File: src/design/datetime_text_parser_defines.svh
// ----------------------------------------------------------------------------
// datetime_text_parser_defines.svh
// Assertion macros shared by the date-time text parser.
// ----------------------------------------------------------------------------
`ifndef DATETIME_TEXT_PARSER_DEFINES_SVH
`define DATETIME_TEXT_PARSER_DEFINES_SVH

`ifndef SYNTHESIS

// Antecedent implies consequent in the same cycle.
`define DTP_ASSERT_IMP(label, ante, cons, msg) \
    label: assert property (@(posedge clk) disable iff (!rst_n) (ante) |-> (cons)) \
        else $error(msg);

// Antecedent implies consequent in the next cycle.
`define DTP_ASSERT_NEXT(label, ante, cons, msg) \
    label: assert property (@(posedge clk) disable iff (!rst_n) (ante) |=> (cons)) \
        else $error(msg);

`else

`define DTP_ASSERT_IMP(label, ante, cons, msg)
`define DTP_ASSERT_NEXT(label, ante, cons, msg)

`endif

`endif

File: src/design/dtp_pkg.sv
// ----------------------------------------------------------------------------
// dtp_pkg
// Types, character codes and helper functions of the date-time text parser.
// ----------------------------------------------------------------------------
`timescale 1ns / 1ps
`default_nettype none

package dtp_pkg;

    localparam logic [7:0] CH_DASH  = 8'h2D;
    localparam logic [7:0] CH_T     = 8'h54;
    localparam logic [7:0] CH_COLON = 8'h3A;
    localparam logic [7:0] CH_DOT   = 8'h2E;
    localparam logic [7:0] CH_ZERO  = 8'h30;
    localparam logic [7:0] CH_NINE  = 8'h39;

    // Depth of both queues.
    localparam int unsigned Q_DEPTH = 2;

    typedef enum logic [2:0]
    {
        K_OTHER,
        K_DIGIT,
        K_DASH,
        K_T,
        K_COLON,
        K_DOT
    } item_kind_t;

    typedef struct packed
    {
        item_kind_t  kind;
        logic [3:0]  digit;
        logic        last;
    } item_t;

    typedef struct packed
    {
        logic [15:0] year;
        logic [7:0]  month;
        logic [7:0]  day;
        logic [7:0]  hour;
        logic [7:0]  minute;
        logic [7:0]  second;
        logic [9:0]  second_frac;
        logic        valid_res;
    } result_t;

    function automatic logic [7:0] sat8(input logic [15:0] v);
        logic [7:0] r;
        begin
            r = (v > 16'd255) ? 8'd255 : v[7:0];
            return r;
        end
    endfunction

    function automatic int unsigned pow10(input int unsigned n);
        int unsigned r;
        begin
            case (n)
                0:       r = 1;
                1:       r = 10;
                2:       r = 100;
                3:       r = 1000;
                4:       r = 10000;
                5:       r = 100000;
                6:       r = 1000000;
                default: r = 1;
            endcase
            return r;
        end
    endfunction

endpackage

`default_nettype wire

File: src/design/dtp_fifo.sv
// ----------------------------------------------------------------------------
// dtp_fifo
// Small first-in first-out queue held in registers.
// ----------------------------------------------------------------------------
`timescale 1ns / 1ps
`default_nettype none

module dtp_fifo #(
    parameter int unsigned WIDTH = 8,
    parameter int unsigned DEPTH = 2
) (
    input  wire logic             clk,
    input  wire logic             rst_n,
    input  wire logic             wr_en,
    input  wire logic [WIDTH-1:0] wr_data,
    output logic                  full,
    input  wire logic             rd_en,
    output logic [WIDTH-1:0]      rd_data,
    output logic                  empty
);

    localparam int unsigned PTR_W = (DEPTH > 1) ? $clog2(DEPTH) : 1;
    localparam int unsigned CNT_W = $clog2(DEPTH + 1);

    logic [WIDTH-1:0] mem_reg [DEPTH];
    logic [PTR_W-1:0] wr_ptr_reg, wr_ptr_next;
    logic [PTR_W-1:0] rd_ptr_reg, rd_ptr_next;
    logic [CNT_W-1:0] count_reg, count_next;
    logic             do_wr, do_rd;

    assign full    = (count_reg == CNT_W'(DEPTH));
    assign empty   = (count_reg == '0);
    assign do_wr   = wr_en && !full;
    assign do_rd   = rd_en && !empty;
    assign rd_data = mem_reg[rd_ptr_reg];

    always_comb
    begin
        wr_ptr_next = wr_ptr_reg;
        rd_ptr_next = rd_ptr_reg;
        count_next  = count_reg;
        if (do_wr)
        begin
            wr_ptr_next = (wr_ptr_reg == PTR_W'(DEPTH - 1)) ? '0 : wr_ptr_reg + 1'b1;
        end
        if (do_rd)
        begin
            rd_ptr_next = (rd_ptr_reg == PTR_W'(DEPTH - 1)) ? '0 : rd_ptr_reg + 1'b1;
        end
        if (do_wr && !do_rd)
        begin
            count_next = count_reg + 1'b1;
        end
        else if (do_rd && !do_wr)
        begin
            count_next = count_reg - 1'b1;
        end
    end

    always_ff @(posedge clk or negedge rst_n)
    begin
        if (!rst_n)
        begin
            wr_ptr_reg <= '0;
            rd_ptr_reg <= '0;
            count_reg  <= '0;
        end
        else
        begin
            wr_ptr_reg <= wr_ptr_next;
            rd_ptr_reg <= rd_ptr_next;
            count_reg  <= count_next;
        end
    end

    always_ff @(posedge clk)
    begin
        if (do_wr)
        begin
            mem_reg[wr_ptr_reg] <= wr_data;
        end
    end

endmodule

`default_nettype wire

File: src/design/dtp_front.sv
// ----------------------------------------------------------------------------
// dtp_front
// Accepts characters and sorts each into separator, digit, dot or other.
// ----------------------------------------------------------------------------
`timescale 1ns / 1ps
`default_nettype none

module dtp_front
    import dtp_pkg::*;
(
    input  wire logic       push,
    input  wire logic [7:0] ch,
    input  wire logic       last,
    output logic            full,
    input  wire logic       q_full,
    output logic            q_wr,
    output item_t           q_item
);

    assign full = q_full;
    assign q_wr = push && !q_full;

    always_comb
    begin
        q_item.last  = last;
        q_item.digit = ch[3:0];
        if (ch >= CH_ZERO && ch <= CH_NINE)
        begin
            q_item.kind = K_DIGIT;
        end
        else if (ch == CH_DASH)
        begin
            q_item.kind = K_DASH;
        end
        else if (ch == CH_T)
        begin
            q_item.kind = K_T;
        end
        else if (ch == CH_COLON)
        begin
            q_item.kind = K_COLON;
        end
        else if (ch == CH_DOT)
        begin
            q_item.kind = K_DOT;
        end
        else
        begin
            q_item.kind = K_OTHER;
        end
    end

endmodule

`default_nettype wire

File: src/design/dtp_back.sv
// ----------------------------------------------------------------------------
// dtp_back
// Field parser: tracks separators, accumulates digits and builds the result.
// ----------------------------------------------------------------------------
`timescale 1ns / 1ps
`default_nettype none

module dtp_back
    import dtp_pkg::*;
#(
    parameter int unsigned FRAC_DIGITS = 3
) (
    input  wire logic  clk,
    input  wire logic  rst_n,
    input  wire logic  in_avail,
    input  item_t      item,
    output logic       take,
    input  wire logic  res_full,
    output logic       res_push,
    output result_t    res
);

    localparam int unsigned FRAC_W = $clog2(10 ** FRAC_DIGITS);
    localparam int unsigned CNT_W  = $clog2(FRAC_DIGITS + 1);
    localparam int unsigned EXT_W  = (FRAC_W > 10) ? FRAC_W : 10;

    logic [1:0]        dash_reg, dash_next;
    logic              t_reg, t_next;
    logic [1:0]        colon_reg, colon_next;
    logic              started_reg, started_next;
    logic              run_reg, run_next;
    logic              in_frac_reg, in_frac_next;
    logic [15:0]       acc_reg, acc_next;
    logic [FRAC_W-1:0] frac_reg, frac_next;
    logic [CNT_W-1:0]  cnt_reg, cnt_next;
    logic              ok_reg, ok_next;
    logic [15:0]       year_reg, year_next;
    logic [7:0]        month_reg, month_next;
    logic [7:0]        day_reg, day_next;
    logic [7:0]        hour_reg, hour_next;
    logic [7:0]        minute_reg, minute_next;

    logic [19:0]       acc_mul;
    logic [FRAC_W-1:0] weight;
    logic [EXT_W-1:0]  frac_ext;
    logic              flush;

    assign take     = in_avail && !res_full;
    assign res_push = take && item.last;

    // Times ten plus digit, wide enough to see overflow before saturating.
    assign acc_mul = {acc_reg, 3'b000} + {3'b000, acc_reg, 1'b0} + 20'(item.digit);

    // A fraction digit is added at its final place value, so no padding is
    // needed when fewer digits arrive.
    assign weight = FRAC_W'(pow10(32'(FRAC_DIGITS - 1) - 32'(cnt_reg)));

    always_comb
    begin
        dash_next    = dash_reg;
        t_next       = t_reg;
        colon_next   = colon_reg;
        started_next = started_reg;
        run_next     = run_reg;
        in_frac_next = in_frac_reg;
        acc_next     = acc_reg;
        frac_next    = frac_reg;
        cnt_next     = cnt_reg;
        ok_next      = ok_reg;
        year_next    = year_reg;
        month_next   = month_reg;
        day_next     = day_reg;
        hour_next    = hour_reg;
        minute_next  = minute_reg;
        res          = '0;
        flush        = 1'b0;

        if (take && ok_reg)
        begin
            case (item.kind)
                K_DASH:
                begin
                    if (t_reg || colon_reg != 2'd0 || !started_reg || dash_reg == 2'd2)
                    begin
                        ok_next = 1'b0;
                    end
                    else
                    begin
                        if (dash_reg == 2'd0)
                        begin
                            year_next = acc_reg;
                        end
                        else
                        begin
                            month_next = sat8(acc_reg);
                        end
                        dash_next = dash_reg + 2'd1;
                        flush     = 1'b1;
                    end
                end
                K_T:
                begin
                    if (t_reg || dash_reg != 2'd2 || !started_reg)
                    begin
                        ok_next = 1'b0;
                    end
                    else
                    begin
                        day_next = sat8(acc_reg);
                        t_next   = 1'b1;
                        flush    = 1'b1;
                    end
                end
                K_COLON:
                begin
                    if (!t_reg || !started_reg || colon_reg == 2'd2)
                    begin
                        ok_next = 1'b0;
                    end
                    else
                    begin
                        if (colon_reg == 2'd0)
                        begin
                            hour_next = sat8(acc_reg);
                        end
                        else
                        begin
                            minute_next = sat8(acc_reg);
                        end
                        colon_next = colon_reg + 2'd1;
                        flush      = 1'b1;
                    end
                end
                default:
                begin
                    started_next = 1'b1;
                    if (run_reg)
                    begin
                        if (item.kind == K_DIGIT)
                        begin
                            acc_next = (acc_mul > 20'd65535) ? 16'hFFFF : acc_mul[15:0];
                        end
                        else
                        begin
                            run_next     = 1'b0;
                            in_frac_next = (item.kind == K_DOT);
                        end
                    end
                    else if (in_frac_reg)
                    begin
                        if (item.kind == K_DIGIT)
                        begin
                            if (cnt_reg < CNT_W'(FRAC_DIGITS))
                            begin
                                frac_next = frac_reg + FRAC_W'(item.digit) * weight;
                                cnt_next  = cnt_reg + 1'b1;
                            end
                        end
                        else
                        begin
                            in_frac_next = 1'b0;
                        end
                    end
                end
            endcase
        end

        if (flush)
        begin
            started_next = 1'b0;
            run_next     = 1'b1;
            in_frac_next = 1'b0;
            acc_next     = '0;
            frac_next    = '0;
            cnt_next     = '0;
        end

        frac_ext = EXT_W'(frac_next);

        if (res_push)
        begin
            res.year      = year_next;
            res.month     = month_next;
            res.day       = day_next;
            res.hour      = hour_next;
            res.minute    = minute_next;
            res.valid_res = ok_next;
            if (ok_next && started_next)
            begin
                if (t_next)
                begin
                    res.second      = sat8(acc_next);
                    res.second_frac = (frac_ext > EXT_W'(1023)) ? 10'd1023 : frac_ext[9:0];
                end
                else
                begin
                    res.day = sat8(acc_next);
                end
            end

            // Back to the start-of-string state for the next text.
            dash_next    = '0;
            t_next       = 1'b0;
            colon_next   = '0;
            started_next = 1'b0;
            run_next     = 1'b1;
            in_frac_next = 1'b0;
            acc_next     = '0;
            frac_next    = '0;
            cnt_next     = '0;
            ok_next      = 1'b1;
            year_next    = '0;
            month_next   = '0;
            day_next     = '0;
            hour_next    = '0;
            minute_next  = '0;
        end
    end

    always_ff @(posedge clk or negedge rst_n)
    begin
        if (!rst_n)
        begin
            dash_reg    <= '0;
            t_reg       <= 1'b0;
            colon_reg   <= '0;
            started_reg <= 1'b0;
            run_reg     <= 1'b1;
            in_frac_reg <= 1'b0;
            acc_reg     <= '0;
            frac_reg    <= '0;
            cnt_reg     <= '0;
            ok_reg      <= 1'b1;
            year_reg    <= '0;
            month_reg   <= '0;
            day_reg     <= '0;
            hour_reg    <= '0;
            minute_reg  <= '0;
        end
        else
        begin
            dash_reg    <= dash_next;
            t_reg       <= t_next;
            colon_reg   <= colon_next;
            started_reg <= started_next;
            run_reg     <= run_next;
            in_frac_reg <= in_frac_next;
            acc_reg     <= acc_next;
            frac_reg    <= frac_next;
            cnt_reg     <= cnt_next;
            ok_reg      <= ok_next;
            year_reg    <= year_next;
            month_reg   <= month_next;
            day_reg     <= day_next;
            hour_reg    <= hour_next;
            minute_reg  <= minute_next;
        end
    end

endmodule

`default_nettype wire

File: src/design/datetime_text_parser.sv
// ----------------------------------------------------------------------------
// datetime_text_parser
// Character-serial parser for year-month-dayThour:minute:second text.
// ----------------------------------------------------------------------------
// One character is taken per cycle while the character queue has room and
// one result beat is produced for the character marked last. The classifier
// feeds a two-entry character queue, the field parser handles one character
// per cycle from it while the result queue has room, and results wait in a
// two-entry result queue, so a stalled consumer only stops input once both
// queues have filled. A result beat is written into the result queue when
// the parser takes its last character and can then be popped; throughput is
// one character per cycle, set by the combinational times-ten accumulate.
`timescale 1ns / 1ps
`default_nettype none
`include "datetime_text_parser_defines.svh"

module datetime_text_parser
    import dtp_pkg::*;
#(
    parameter int unsigned FRAC_DIGITS = 3
) (
    input  wire logic        clk,
    input  wire logic        rst_n,
    input  wire logic        push,
    output logic             full,
    input  wire logic [7:0]  ch,
    input  wire logic        last,
    output logic             empty,
    input  wire logic        pop,
    output logic [15:0]      year,
    output logic [7:0]       month,
    output logic [7:0]       day,
    output logic [7:0]       hour,
    output logic [7:0]       minute,
    output logic [7:0]       second,
    output logic [9:0]       second_frac,
    output logic             valid_res
);

    localparam int unsigned ITEM_W = $bits(item_t);
    localparam int unsigned RES_W  = $bits(result_t);

    item_t   wr_item, rd_item;
    logic    char_wr, char_full, char_empty, char_take;
    logic    res_push, res_full;
    result_t res_in, res_out;

    dtp_front u_front (
        .push   (push),
        .ch     (ch),
        .last   (last),
        .full   (full),
        .q_full (char_full),
        .q_wr   (char_wr),
        .q_item (wr_item)
    );

    dtp_fifo #(
        .WIDTH (ITEM_W),
        .DEPTH (Q_DEPTH)
    ) u_char_q (
        .clk     (clk),
        .rst_n   (rst_n),
        .wr_en   (char_wr),
        .wr_data (wr_item),
        .full    (char_full),
        .rd_en   (char_take),
        .rd_data (rd_item),
        .empty   (char_empty)
    );

    dtp_back #(
        .FRAC_DIGITS (FRAC_DIGITS)
    ) u_back (
        .clk      (clk),
        .rst_n    (rst_n),
        .in_avail (!char_empty),
        .item     (rd_item),
        .take     (char_take),
        .res_full (res_full),
        .res_push (res_push),
        .res      (res_in)
    );

    dtp_fifo #(
        .WIDTH (RES_W),
        .DEPTH (Q_DEPTH)
    ) u_res_q (
        .clk     (clk),
        .rst_n   (rst_n),
        .wr_en   (res_push),
        .wr_data (res_in),
        .full    (res_full),
        .rd_en   (pop),
        .rd_data (res_out),
        .empty   (empty)
    );

    assign year        = res_out.year;
    assign month       = res_out.month;
    assign day         = res_out.day;
    assign hour        = res_out.hour;
    assign minute      = res_out.minute;
    assign second      = res_out.second;
    assign second_frac = res_out.second_frac;
    assign valid_res   = res_out.valid_res;

    // An invalid text never carries a second or a fraction.
    `DTP_ASSERT_IMP(a_invalid_no_second, !empty && !valid_res, second == 8'd0 && second_frac == 10'd0, "invalid result carries a second")
    // The parser only consumes characters that are present.
    `DTP_ASSERT_IMP(a_take_needs_char, char_take, !char_empty, "parser took from an empty queue")
    // Finishing a string always leaves a result beat waiting.
    `DTP_ASSERT_NEXT(a_last_gives_result, res_push, !empty, "result beat lost after last character")

endmodule

`default_nettype wire

File: config.mk
export PLATFORM = sky130hd
export DESIGN_NAME = datetime_text_parser
export DESIGN_NICKNAME = d
export VERILOG_FILES = /design/src/design/dtp_pkg.sv /design/src/design/dtp_fifo.sv /design/src/design/dtp_front.sv /design/src/design/dtp_back.sv /design/src/design/datetime_text_parser.sv
export VERILOG_INCLUDE_DIRS = /design/src /design/src/design
export SDC_FILE = /design/constraint.sdc
export NUM_CORES = 1
export LEC_CHECK = 0
export ABC_AREA = 1
export BUFFER_PORTS_ARGS = -buffer_cell sky130_fd_sc_hd__buf_4
export CAP_MARGIN = 20
export CORE_MARGIN = 3
export CORE_UTILIZATION = 35
export DETAILED_ROUTE_END_ITERATION = 10
export SETUP_SLACK_MARGIN = 0.1
export SLEW_MARGIN = 20
export SYNTH_ARGS = -nofsm -noshare
export SYNTH_HDL_FRONTEND = slang
export SYNTH_HIERARCHICAL = 1
export SYNTH_SLANG_ARGS = --single-unit
File: constraint.sdc
create_clock -name clk -period 13.6 [get_ports clk]
set_input_delay 1.36 -clock clk [delete_from_list [all_inputs] [get_ports clk]]
set_output_delay 1.36 -clock clk [all_outputs]
set_load 0.01 [all_outputs]
Word-level counts from Yosys, hierarchy flattened
Memory sizes are Yosys's and may differ from the RTL's.
Cells that the tools add are included.
{"block": "op_classes", "n_addsub": 15, "n_eq_ne": 25, "reduce_logical": 51, "mux": 113, "magnitude_cmp": 7, "multipliers": 1}
{"op": "16-bit 2-to-1 mux", "count": 12}
{"op": "8-bit 2-to-1 mux", "count": 23}
{"op": "32-bit by 3-bit == test with 1-bit output (second input constant)", "count": 3}
{"op": "10-bit 2-to-1 mux", "count": 9}
{"op": "67-bit 2-to-1 mux", "count": 1}
{"op": "32-bit by 2-bit == test with 1-bit output (second input constant)", "count": 2}
{"op": "10-bit case mux with 6 select lines", "count": 1}
{"op": "2-bit 2-to-1 mux", "count": 20}
{"op": "1-bit 2-to-1 mux", "count": 38}
{"op": "18-bit 2-to-1 mux", "count": 2}
{"op": "32-bit by 1-bit == test with 1-bit output (second input constant)", "count": 1}
{"op": "16-bit by 8-bit > comparator with 1-bit output (second input constant)", "count": 2}
{"op": "8-bit by 6-bit == test with 1-bit output (second input constant)", "count": 3}
{"op": "19-bit by 17-bit adder with 20-bit output", "count": 1}
{"op": "20-bit by 4-bit adder with 20-bit output", "count": 1}
{"op": "20-bit by 16-bit > comparator with 1-bit output (second input constant)", "count": 1}
{"op": "3-bit 2-to-1 mux", "count": 5}
{"op": "1-bit logical AND", "count": 14}
{"op": "2-bit nonzero test", "count": 6}
{"op": "3-bit nonzero test", "count": 4}
{"op": "10-bit adder", "count": 1}
{"op": "2-bit by 1-bit adder with 2-bit output (second input constant)", "count": 5}
{"op": "10-bit > comparator (second input constant)", "count": 1}
{"op": "1-bit zero test", "count": 10}
{"op": "other kinds (24)", "count": 46}
{"block": "totals", "ram_bits": 150, "in_bits": 13, "mem_count": 2, "output_inout_bits": 69, "elab_cells": 235, "reg_bits": 93}
{"name": "u_res_q.mem_reg", "words": 2, "word_bits": 67, "read_ports": 1, "rd_clocked_by_memory_dff": 0, "wr": 1, "line": "dtp_fifo.sv:25", "rtl": "logic [WIDTH-1:0] mem_reg [DEPTH];"}
{"name": "u_char_q.mem_reg", "words": 2, "word_bits": 8, "read_ports": 1, "rd_clocked_by_memory_dff": 0, "wr": 1, "line": "dtp_fifo.sv:25"}

Depth between registers and ports, before layout
{"block": "depth", "depth_word": 17, "mapped_depth": 23, "ltp_nobuf": 22}

Hierarchy
The synthesis kept the hierarchy.
{"module": "dtp_back", "cells_per_inst": 951, "seq_area_each_um2": 2129.5, "n_inst": 1, "area_each_um2": 6862.8}
{"module": "dtp_fifo at u_res_q", "cells_per_inst": 382, "seq_area_each_um2": 4124.0, "n_inst": 1, "area_each_um2": 5112.4}
{"module": "dtp_fifo at u_char_q", "cells_per_inst": 73, "seq_area_each_um2": 580.6, "n_inst": 1, "area_each_um2": 809.5}
{"module": "dtp_front", "cells_per_inst": 45, "seq_area_each_um2": 0.0, "n_inst": 1, "area_each_um2": 211.5}
{"module": "datetime_text_parser", "cells_per_inst": 1, "seq_area_each_um2": 0.0, "n_inst": 1, "area_each_um2": 3.8}

Least setup slack after synthesis
Ideal clock, no wire load.
{"block": "synth_timing", "kind": "reg2reg", "from": "register u_char_q.rd_ptr_reg", "to": "memory u_res_q/mem_reg[1][0] (netlist bit) (enable)", "slack_ns": 8.843, "synth_period_minus_slack_ns": 4.757, "setup_time_ns": 0.493, "path_stages_with_launch": 10, "t_required_ns": 13.107, "arrival_time_ns": 4.264, "path_buffers": 2, "path_cell_list": "dfrtp_1 > buf_2 > inv_2 > nand2_1 > nand2_1 > nand2_1 > inv_2 > clkbuf_1 > o21ai_0 > nor2_1"}
{"element": "start: declaration", "line": "dtp_fifo.sv:27", "rtl": "logic [PTR_W-1:0] rd_ptr_reg, rd_ptr_next;"}
{"element": "start signal: assignment", "line": "dtp_fifo.sv:71", "rtl": "rd_ptr_reg <= rd_ptr_next;"}
{"element": "end: declaration", "line": "dtp_fifo.sv:25"}

==> results.sh <==
export IMPL_vdd_drop_max_mv=0.106
export IMPL_clock_power_share_pct=19.2
export IMPL_via_per_inst=4.76
export IMPL_r2r_start="u_char_q/rd_ptr_reg"
export IMPL_die_area_sq_um=39500
export IMPL_fmax_ghz=0.221
export IMPL_fin_crit_sh_pct=33.3
export IMPL_clk_pin_slew_ns=0.07
export IMPL_power_switching_w=0.00165
export IMPL_clock_skew_ns=0.0156
export IMPL_hold_ws_ns=0.480
export IMPL_antenna_found_initial=0
export IMPL_synth_cell_type_count=44
export IMPL_vias=9521
export IMPL_cts_resized=0
export IMPL_postSynthCellCount=1452
export IMPL_synth_flop_cell="edfxtp_1"
export IMPL_min_delay_path_depth=2
export IMPL_start_util_pct=36.0
export IMPL_drt_iter0_markers=675
export IMPL_r2r_slack_ns=9.07
export IMPL_wl_mm=30.8
export IMPL_synth_net_count=1543
export IMPL_drive_gt1_share_pct=12.4
export IMPL_pwr_share_comb_pct=51.2
export IMPL_cts_buffer_depth=3
export IMPL_rows=69
export IMPL_place_hpwl_mm=21.2
export IMPL_clkSinkCount=243
export IMPL_tritoncts="yes"
export IMPL_power_share_switching_pct=44.8
export IMPL_grt_ovfl_total=0
export IMPL_io_pins=82
export IMPL_worst_path_max_fanout=10
export IMPL_final_antenna_net_count=0
export IMPL_min_to="u_res_q/wr_ptr_reg"
export IMPL_ys_seq_elements=243
export IMPL_antenna_cells=0
export IMPL_layout_commonest_cell="nand2_1"
export IMPL_critPathLaunchType="register"
export IMPL_syn2layout_area_growth_pct=14.3
export IMPL_fp_dieH_microns=199
export IMPL_min_delay_start="u_res_q/wr_ptr_reg"
export IMPL_avgSynthCellArea_sq_um=8.95
export IMPL_async_reset_ff_share_pct=38.3
export IMPL_ctsHoldBuffers=0
export IMPL_hp_class="register to register"
export IMPL_synth_edf_count=150
export IMPL_r2r_end="u_res_q/mem_reg[1][10]"
export IMPL_grt_pass1_vias=9254
export IMPL_first_pass_iters=5
export IMPL_fill_cells=3579
export IMPL_numCtsBuffers=25
export IMPL_core_sq_um=36100
export IMPL_ys_seq_area_share_pct=52.6
export IMPL_cp_arrival_ns=4.78
export IMPL_intPower_w=0.00203
export IMPL_clkLatencyLatePin_ns=0.53
export IMPL_cp_data_required_time_ns=13.85
export IMPL_finalHoldViolations=0
export IMPL_setup_viol_count_final=0
export IMPL_final_setup_tns_ns=0
export IMPL_post_route_min_period_ns=4.53
export IMPL_wl_per_cell_microns=15.4
export IMPL_cap_violations=0
export IMPL_reg2reg_depth=19
export IMPL_crit_type="register to register"
export IMPL_cts_root_buf="clkbuf_16"
export IMPL_final_cell_mix="426 x nand2_1, 200 x nor2_1, 166 x inv_1"
export IMPL_fin_nets=1613
export IMPL_end_kind="register"
export IMPL_maxSlewViolCount=0
export IMPL_port_buffers=81
export IMPL_p_per_area_nw_per_um2=248
export IMPL_grt_pass1_wl_mm=49.7
export IMPL_yosysWarnings=6
export IMPL_grt_util_all_layers_pct=15.7
export IMPL_route_detailed_drc=0
export IMPL_synth_cell_area_sq_um=13000
export IMPL_place_congestion=0.899
export IMPL_rsz0062_at_grt="no"
export IMPL_largest_register_ff_count=134
export IMPL_htreeDepth=1
export IMPL_status="completed"
export IMPL_slew_headroom_pct=31.9
export IMPL_p_leak_nw=7.26
export IMPL_dieWidth_microns=199
export IMPL_tightest_slew_ns=1.02
export IMPL_p_seq_share_pct=29.6
export IMPL_grt_start_max_net_pins=75
export IMPL_cts_setup_buffers=0
how the worst max path moves through the flow:
stage / from / endpoint / slack [ns] / cells past startpoint
3_3_place_gp: u_char_q/rd_ptr_reg / u_res_q/mem_reg[0][10] / 9.18 / 19
3_5_place_dp: u_char_q/rd_ptr_reg / u_res_q/mem_reg[0][10] / 9.07 / 19
6_report: u_char_q/rd_ptr_reg / u_res_q/mem_reg[1][10] / 9.07 / 19
4_1_cts: u_char_q/rd_ptr_reg / u_res_q/mem_reg[1][10] / 9.06 / 19
5_1_grt: u_char_q/rd_ptr_reg / u_res_q/mem_reg[0][10] / 8.67 / 19
2_1_floorplan: u_char_q/rd_ptr_reg / u_res_q/mem_reg[1][0] / 8.84 / 9
Yosys cell counts, drive strengths merged, types with 2 or more instances:
cell | number | area (sq um)
nand3 | 65 | 368
buf | 29 | 203
o21ai | 59 | 303
dfrtp | 91 | 2280
xnor2 | 7 | 61.3
dfstp | 2 | 52.6
edfxtp | 150 | 4500
nand2 | 445 | 1730
and2 | 2 | 12.5
nor3 | 17 | 95.1
clkbuf | 20 | 75.1
a21oi | 38 | 194
o21bai | 12 | 90.1
fa | 18 | 360
mux2i | 7 | 70.1
o21a | 2 | 15.0
inv | 178 | 668
xor2 | 16 | 140
nand4 | 5 | 31.3
nor2 | 212 | 881
ha | 60 | 751
o211ai | 5 | 37.5
nand3b | 4 | 30.0
o22ai | 2 | 12.5
logic make-up (layout without fill, tap and decap cells):
kind of cell / Yosys count / after routing / share of synthesized area, %
adder cells (fa/ha/maj): 78 / 78 / 8.55
multiplexers: 7 / 7 / 0.539
flip-flops: 243 / 243 / 52.6
AO/OA/AOI/OAI: 121 / 121 / 5.20
XOR/XNOR: 23 / 23 / 1.55
AND/OR/NAND/NOR: 753 / 753 / 24.3
buffers and inverters: 227 / 316 / 7.28
power groups by stage:
| stage | clock (W) | combinational [W] | sequential [W] |
|---|---|---|---|
| final | 0.000706 | 0.00188 | 0.00109 |
| after detailed placement | 0 | 0.00189 | 0.00110 |
| after CTS | 0.000724 | 0.00191 | 0.00109 |
| after global placement | 0 | 0.00188 | 0.00110 |
| after floorplan | 0 | 0.00129 | 0.00107 |
| after global routing | 0.000755 | 0.00212 | 0.00111 |
worst max-delay path: stages (launching register included):
cell	delay (ns)
dfrtp_1	0.48
inv_2	0.18
nand2_1	0.07
nand2_1	0.18
nand2_1	0.14
fa_1	0.52
fa_1	0.52
fa_1	0.52
inv_1	0.04
ha_1	0.34
nand2_1	0.06
o21ai_0	0.26
a21oi_1	0.12
o21ai_0	0.26
nand2_1	0.08
nand2_1	0.07
a21oi_1	0.07
xor2_1	0.16
a21o_1	0.15
nor2_1	0.05
per-stage QoR:
step,setup slack (ns),power (W),utilization [%],instance area [sq um],cells
global route,8.67,0.00398,41.2,14900,2002
floorplan,8.84,0.00236,-,13000,1452
finish,9.07,0.00368,41.2,14900,2002
CTS,9.06,0.00372,41.2,14900,2002
detailed placement,9.07,0.00300,38.8,14000,1956
global placement,9.18,0.00298,38.8,14000,1956
per-layer routing:
layer	global-route usage [%]	wire (microns)	vias up
li1	-	-	4760
met3	1.66	1230	42
met5	0	0	-
met4	4.06	664	0
met2	25.8	14600	196
met1	22.3	14400	4523
final cells by class:
cell class / count / area, sq um / share of cell area [%]
clock inverter: 13 / 159 / 1.07
multi-input combinational: 982 / 5230 / 35.2
clock buffer: 33 / 696 / 4.68
sequential: 243 / 6840 / 46.0
tap: 461 / 577 / 3.88
timing repair buffer: 92 / 691 / 4.65
inverter: 178 / 668 / 4.50
Power figures use the tool's default switching activity.
